## config.mk

```make
export PLATFORM = sky130hd
export DESIGN_NAME = tppcq_ctrl
export DESIGN_NICKNAME = d
export VERILOG_FILES = /design/src/hw/rtl/assert_macros.svh /design/src/hw/rtl/tppcq_pkg.sv /design/src/hw/rtl/tppcq_ctrl.sv
export SDC_FILE = /design/constraint.sdc
export NUM_CORES = 1
export LEC_CHECK = 0
export ABC_AREA = 1
export BUFFER_PORTS_ARGS = -buffer_cell sky130_fd_sc_hd__buf_4
export CAP_MARGIN = 20
export CELL_PAD_IN_SITES_DETAIL_PLACEMENT = 1
export CELL_PAD_IN_SITES_GLOBAL_PLACEMENT = 1
export CORE_AREA = 2 2 52 79
export CTS_CLUSTER_DIAMETER = 80
export DETAILED_ROUTE_END_ITERATION = 7
export DIE_AREA = 0 0 54 81
export PLACE_DENSITY_LB_ADDON = 0.1
export SKIP_LAST_GASP = 1
export SLEW_MARGIN = 20
export SYNTH_ARGS = -nofsm -noshare
export SYNTH_HDL_FRONTEND = slang
export SYNTH_SLANG_ARGS = --single-unit
```

## constraint.sdc

```tcl
create_clock -name clk -period 1.9 [get_ports clk]
set_input_delay 0.095 -clock clk [delete_from_list [all_inputs] [get_ports clk]]
set_output_delay 0.095 -clock clk [all_outputs]
set_load 0.05 [all_outputs]
```

## src/hw/rtl/assert_macros.svh

```systemverilog
// Assertion helpers used by the top-level core.
`ifndef ASSERT_MACROS_SVH
`define ASSERT_MACROS_SVH
`ifndef SYNTH
// Same-cycle implication, checked outside reset.
`define ASSERT_IMP(lbl, clk, rst, ante, cons) \
    lbl: assert property (@(posedge clk) disable iff (!rst) (ante) |-> (cons)) \
        else $error("implication check failed");
// Next-cycle implication, checked outside reset.
`define ASSERT_NXT(lbl, clk, rst, ante, cons) \
    lbl: assert property (@(posedge clk) disable iff (!rst) (ante) |=> (cons)) \
        else $error("next-cycle check failed");
`else
`define ASSERT_IMP(lbl, clk, rst, ante, cons)
`define ASSERT_NXT(lbl, clk, rst, ante, cons)
`endif
`endif

```

## src/hw/rtl/tppcq_pkg.sv

```systemverilog
package tppcq_pkg;

    localparam int MAX_NODES_DEF   = 1024;
    localparam int LIFT_LEVELS_DEF = 10;

    localparam int NODE_FIELD_W = 11;
    localparam int ANSWER_W     = 30;
    localparam int LEN_W        = 10;
    localparam int IN_TDATA_W   = 24;
    localparam int OUT_TDATA_W  = 40;

    localparam logic [ANSWER_W:0] PMOD = 31'd1000000007;

    localparam int OP_W = 5;
    localparam logic [OP_W-1:0] OP_NONE   = 5'd0;
    localparam logic [OP_W-1:0] OP_EDGE   = 5'd1;
    localparam logic [OP_W-1:0] OP_QUERY  = 5'd2;
    localparam logic [OP_W-1:0] OP_CLR    = 5'd3;
    localparam logic [OP_W-1:0] OP_ROOT   = 5'd4;
    localparam logic [OP_W-1:0] OP_POP    = 5'd5;
    localparam logic [OP_W-1:0] OP_POPW   = 5'd6;
    localparam logic [OP_W-1:0] OP_ULVL   = 5'd7;
    localparam logic [OP_W-1:0] OP_EREAD  = 5'd8;
    localparam logic [OP_W-1:0] OP_ECHK   = 5'd9;
    localparam logic [OP_W-1:0] OP_EVIS   = 5'd10;
    localparam logic [OP_W-1:0] OP_FA     = 5'd11;
    localparam logic [OP_W-1:0] OP_FB     = 5'd12;
    localparam logic [OP_W-1:0] OP_FC     = 5'd13;
    localparam logic [OP_W-1:0] OP_BUILT  = 5'd14;
    localparam logic [OP_W-1:0] OP_QCHK   = 5'd15;
    localparam logic [OP_W-1:0] OP_QLVL   = 5'd16;
    localparam logic [OP_W-1:0] OP_LIFT   = 5'd17;
    localparam logic [OP_W-1:0] OP_LIFTW  = 5'd18;
    localparam logic [OP_W-1:0] OP_CMP    = 5'd19;
    localparam logic [OP_W-1:0] OP_CLB    = 5'd20;
    localparam logic [OP_W-1:0] OP_CLBW   = 5'd21;
    localparam logic [OP_W-1:0] OP_PAR    = 5'd22;
    localparam logic [OP_W-1:0] OP_PARW   = 5'd23;
    localparam logic [OP_W-1:0] OP_LCALVL = 5'd24;
    localparam logic [OP_W-1:0] OP_DIST   = 5'd25;
    localparam logic [OP_W-1:0] OP_POW    = 5'd26;
    localparam logic [OP_W-1:0] OP_POWW   = 5'd27;
    localparam logic [OP_W-1:0] OP_OUT    = 5'd28;

    typedef struct packed {
        logic [OP_W-1:0] op;
    } cmd_t;

    typedef struct packed {
        logic built;
        logic bad;
        logic clr_last;
        logic stack_empty;
        logic scan_done;
        logic fill_last;
        logic lift_last;
        logic climb_last;
        logic nodes_eq;
    } stat_t;

endpackage

```

## src/hw/rtl/tppcq_ctrl.sv

```systemverilog
module tppcq_ctrl #(
    parameter int LIFT_LEVELS = tppcq_pkg::LIFT_LEVELS_DEF
) (
    input  logic              clk,
    input  logic              rst_n,
    input  logic              in_valid,
    input  logic              in_func,
    output logic              in_ready,
    output logic              out_valid,
    input  logic              out_ready,
    input  tppcq_pkg::stat_t  stat,
    output tppcq_pkg::cmd_t   cmd
);

    localparam logic [4:0] ST_IDLE   = 5'd0;
    localparam logic [4:0] ST_CLR    = 5'd1;
    localparam logic [4:0] ST_ROOT   = 5'd2;
    localparam logic [4:0] ST_POP    = 5'd3;
    localparam logic [4:0] ST_POPW   = 5'd4;
    localparam logic [4:0] ST_ULVL   = 5'd5;
    localparam logic [4:0] ST_ESCAN  = 5'd6;
    localparam logic [4:0] ST_ECHK   = 5'd7;
    localparam logic [4:0] ST_EVIS   = 5'd8;
    localparam logic [4:0] ST_FILLA  = 5'd9;
    localparam logic [4:0] ST_FILLB  = 5'd10;
    localparam logic [4:0] ST_FILLC  = 5'd11;
    localparam logic [4:0] ST_BUILT  = 5'd12;
    localparam logic [4:0] ST_QCHK   = 5'd13;
    localparam logic [4:0] ST_QLVL   = 5'd14;
    localparam logic [4:0] ST_LIFT   = 5'd15;
    localparam logic [4:0] ST_LIFTW  = 5'd16;
    localparam logic [4:0] ST_CMP    = 5'd17;
    localparam logic [4:0] ST_CLB    = 5'd18;
    localparam logic [4:0] ST_CLBW   = 5'd19;
    localparam logic [4:0] ST_PAR    = 5'd20;
    localparam logic [4:0] ST_PARW   = 5'd21;
    localparam logic [4:0] ST_LCALVL = 5'd22;
    localparam logic [4:0] ST_DIST   = 5'd23;
    localparam logic [4:0] ST_POW    = 5'd24;
    localparam logic [4:0] ST_POWW   = 5'd25;
    localparam logic [4:0] ST_OUT    = 5'd26;

    logic [4:0] state_reg, state_next;
    logic       out_valid_reg, out_valid_next;

    assign in_ready  = (state_reg == ST_IDLE);
    assign out_valid = out_valid_reg;

    always_comb
    begin
        state_next     = state_reg;
        out_valid_next = out_valid_reg && !out_ready;
        cmd            = '0;
        cmd.op         = tppcq_pkg::OP_NONE;
        unique case (state_reg)
            ST_IDLE:
            begin
                if (in_valid)
                begin
                    if (in_func)
                    begin
                        cmd.op     = tppcq_pkg::OP_QUERY;
                        state_next = stat.built ? ST_QCHK : ST_CLR;
                    end
                    else
                    begin
                        cmd.op = tppcq_pkg::OP_EDGE;
                    end
                end
            end
            ST_CLR:
            begin
                cmd.op = tppcq_pkg::OP_CLR;
                if (stat.clr_last)
                    state_next = ST_ROOT;
            end
            ST_ROOT:
            begin
                cmd.op     = tppcq_pkg::OP_ROOT;
                state_next = ST_POP;
            end
            ST_POP:
            begin
                if (stat.stack_empty)
                    state_next = (LIFT_LEVELS > 1) ? ST_FILLA : ST_BUILT;
                else
                begin
                    cmd.op     = tppcq_pkg::OP_POP;
                    state_next = ST_POPW;
                end
            end
            ST_POPW:
            begin
                cmd.op     = tppcq_pkg::OP_POPW;
                state_next = ST_ULVL;
            end
            ST_ULVL:
            begin
                cmd.op     = tppcq_pkg::OP_ULVL;
                state_next = ST_ESCAN;
            end
            ST_ESCAN:
            begin
                if (stat.scan_done)
                    state_next = ST_POP;
                else
                begin
                    cmd.op     = tppcq_pkg::OP_EREAD;
                    state_next = ST_ECHK;
                end
            end
            ST_ECHK:
            begin
                cmd.op     = tppcq_pkg::OP_ECHK;
                state_next = ST_EVIS;
            end
            ST_EVIS:
            begin
                cmd.op     = tppcq_pkg::OP_EVIS;
                state_next = ST_ESCAN;
            end
            ST_FILLA:
            begin
                cmd.op     = tppcq_pkg::OP_FA;
                state_next = ST_FILLB;
            end
            ST_FILLB:
            begin
                cmd.op     = tppcq_pkg::OP_FB;
                state_next = ST_FILLC;
            end
            ST_FILLC:
            begin
                cmd.op     = tppcq_pkg::OP_FC;
                state_next = stat.fill_last ? ST_BUILT : ST_FILLA;
            end
            ST_BUILT:
            begin
                cmd.op     = tppcq_pkg::OP_BUILT;
                state_next = ST_QCHK;
            end
            ST_QCHK:
            begin
                cmd.op     = tppcq_pkg::OP_QCHK;
                state_next = stat.bad ? ST_OUT : ST_QLVL;
            end
            ST_QLVL:
            begin
                cmd.op     = tppcq_pkg::OP_QLVL;
                state_next = ST_LIFT;
            end
            ST_LIFT:
            begin
                cmd.op     = tppcq_pkg::OP_LIFT;
                state_next = ST_LIFTW;
            end
            ST_LIFTW:
            begin
                cmd.op     = tppcq_pkg::OP_LIFTW;
                state_next = stat.lift_last ? ST_CMP : ST_LIFT;
            end
            ST_CMP:
            begin
                cmd.op     = tppcq_pkg::OP_CMP;
                state_next = stat.nodes_eq ? ST_LCALVL : ST_CLB;
            end
            ST_CLB:
            begin
                cmd.op     = tppcq_pkg::OP_CLB;
                state_next = ST_CLBW;
            end
            ST_CLBW:
            begin
                cmd.op     = tppcq_pkg::OP_CLBW;
                state_next = stat.climb_last ? ST_PAR : ST_CLB;
            end
            ST_PAR:
            begin
                cmd.op     = tppcq_pkg::OP_PAR;
                state_next = ST_PARW;
            end
            ST_PARW:
            begin
                cmd.op     = tppcq_pkg::OP_PARW;
                state_next = ST_LCALVL;
            end
            ST_LCALVL:
            begin
                cmd.op     = tppcq_pkg::OP_LCALVL;
                state_next = ST_DIST;
            end
            ST_DIST:
            begin
                cmd.op     = tppcq_pkg::OP_DIST;
                state_next = ST_POW;
            end
            ST_POW:
            begin
                cmd.op     = tppcq_pkg::OP_POW;
                state_next = ST_POWW;
            end
            ST_POWW:
            begin
                cmd.op     = tppcq_pkg::OP_POWW;
                state_next = ST_OUT;
            end
            ST_OUT:
            begin
                if (!out_valid_reg || out_ready)
                begin
                    cmd.op         = tppcq_pkg::OP_OUT;
                    out_valid_next = 1'b1;
                    state_next     = ST_IDLE;
                end
            end
            default:
            begin
                state_next = ST_IDLE;
            end
        endcase
    end

    always_ff @(posedge clk or negedge rst_n)
    begin
        if (!rst_n)
        begin
            state_reg     <= ST_IDLE;
            out_valid_reg <= 1'b0;
        end
        else
        begin
            state_reg     <= state_next;
            out_valid_reg <= out_valid_next;
        end
    end

endmodule

```

==> metrics.yaml <==
outcome:
  status: "complete, no violations"
finish:
  final_area_um2: 1230
  final_core_util_pct: 32.4
  largest_register_ff_count: 5
  layoutNonFillerInstCount: 244
  nets: 215
  antenna_cells: 0
  drive_gt1_share_pct: 26.1
  areaGrowthSynthToFinish_pct: 37.3
power:
  p_leak_nw: 0.713
  power_density_nw_per_um2: 1730
  irDropWorstVdd_mv: 1.15
clock_tree:
  numClockSinks: 6
  clk-insertion-delay-late_ps: 220
  cts-root-buf: "clkbuf_8"
  cts_tree: "done"
  h-tree-depth: 1
  cts_max_path_buffers: 2
  clk_pin_slew_ps: 40
  cts_buffers: 3
drt:
  dr.first_iter.drc_count: 29
  via_per_inst: 4.85
  dr.pass1.iters: 4
  drc: 0
  ant_nets: 0
  routed_wl_um: 3670
  num_vias: 1183
  drt-wirelength-per-cell_um: 15.0
synth:
  syn_nets: 185
  ys_ff_latch: 6
  synthTopCellsByArea: "nand2_1, dfrtp_1, nand3_1"
  synthDistinctLibCells: 20
  syn-cell-area_um2: 893
  syn_avg_cell_area_um2: 5.22
  synth-seq-area-share_pct: 16.8
  syn_inst: 171
  yosys.area.top_type: "nand2_1"
  ys_warn_count: 0
  netlist.area_leader.share_pct: 19.3
floorplan:
  initial_core_util_pct: 23.6
  die_x_um: 54
  dieArea_um2: 4370
  fp.coreArea_um2: 3780
  fp-row-count: 28
  die_h_um: 81
  ios: 21
setup_path:
  startpoint_type: "register"
  crit_required_ps: 1800
  crit_chain: "inv_2 > nand2_1 > nor2_2 > nand2_1 > nand3_1 > nor2_1 > nand2_1 > buf_4"
  cp-end-kind: "output port"
  worst_path_most_repeated_cell: "nand2_1"
  cp_num_buf_inv: 2
  cp.arrival_ps: 1710
  crit_fanout: 6
  critical_path.max_stage_delay_ps: 470
  slowest_stage: "dfrtp_2"
  critPathTopFamily: "simple AND/OR/NAND/NOR gates"
  r2r-start: "state_reg[1]"
  crit_type: "reg -> out"
  worstSetupStartpoint: "state_reg[1]"
min_path:
  hp-start: "stat[6]"
  min_path_type: "in -> reg"
sta:
  tightest_slew_ps: 321
  setup_tns_ps: 0
  period_needed_ps: 1810
  final-setup-viol-count: 0
  timing.hold.ws_ps: 162
  fmax_mhz: 554
  finClkSkew_ps: 5.09
  fin_crit_sh_pct: 95.1
  slew_headroom_pct: 78.4
  slew_viol_final: 0
  rsz0062_at_grt: "yes"
  hold_viol_final: 0
global_route:
  overflow: 0
  grt_pass1_wl_um: 5930
  grt_use_total_pct: 18.8
  grt_start_max_net_pins: 12
  antenna_found_initial: 0
  grt_pass1_vias: 1258
placed_design:
  globalplace.congestion: 0.903
  io_buffers: 20
  place_area_um2: 1120
  hpwl_um: 3250
  dp_cells: 238
job:
  cap_violations: 0
-- cells in the mapped netlist, drive strengths merged --
cell type / n
nand2: 47
nor2: 36
nand3: 28
inv: 26
dfrtp: 6
a21oi: 5
nand4: 5
nor3: 5
o21ai: 5
buf: 2
nand3b: 2
and3: 1
nor3b: 1
o211ai: 1
o22ai: 1
-- final cells by class --
type	count	area, µm²
inverters	26	97.6
flip-flops and latches	6	154
fillers	515	2560
multi-input cells	137	672
clock buffers	3	41.3
well taps	45	56.3
repair buffers	27	205
-- metrics by stage --
step           total power [W]  worst slack (ps)
6_report               0.00212              93.8
4_1_cts                0.00208              9.87
2_1_floorplan          0.00137               133
3_3_place_gp           0.00186               147
5_1_grt                0.00231             -44.2
3_5_place_dp           0.00186               162
-- kinds of logic (layout without fill, tap and decap cells) --
group | Yosys count | count (layout) | synth area share, %
flip-flops | 6 | 6 | 16.8
AO/OA/AOI/OAI | 12 | 12 | 7.14
buffers and inverters | 28 | 56 | 12.0
AND/OR/NAND/NOR | 125 | 125 | 64.0
-- per-layer routing --
layer / track usage (%) / share of wire, %
met2: 34.8 / 55
met5: 0 / 0
met3: 2.94 / 2.6
met1: 20.5 / 40
met4: 7.00 / 2.6
-- what timing repair did --
item	CTS	global route
setup buffers	1	1
hold endpoints to repair	6	0
pin swaps	1	1
gates resized for setup	3	9
setup endpoints to repair	4	5
hold buffers	1	0
-- placed cells by master (no fill, tap or decap) --
master	synthesis	final
clkbuf_8	0	3
nor2_1	29	25
inv_2	4	4
nor2_2	5	6
nor3_2	0	1
nand3_2	1	1
o211ai_1	1	1
buf_4	0	26
nand2_1	46	45
nand3b_1	2	2
nor3_1	5	4
dfrtp_1	6	3
and3_1	1	1
nor2_4	2	5
nor3b_1	1	1
o22ai_1	1	1
a21oi_1	5	4
nand3_1	27	27
nand4_1	5	5
o21ai_0	5	5
nand2_2	1	2
dlygate4sd3_1	0	1
a21oi_2	0	1
inv_1	22	22
dfrtp_2	0	3
-- worst paths after layout --
check | endpoint | slack [ps] | cells past startpoint
setup / recovery | cmd[1] | 90 | 8
hold / removal | state_reg[0] | 160 | 3
setup reg to reg | state_reg[2] | 380 | 9
hold reg to reg | out_valid | 630 | 2
max in group asynchronous | state_reg[3] | 1540 | 2
min in group asynchronous | state_reg[4] | 230 | 2
-- power breakdown --
group	switching [W]	internal, W
Combinational	0.00115	0.000512
Sequential	0.0000886	0.000182
Clock	0.0000503	0.000136
Total	0.00129	0.000830
-- worst min-delay path, delay by kind of cell --
family	cells	cell delay (ps)
simple gates	2	180
buf+inv	1	70
No activity file was read; power rests on OpenSTA's default activity.
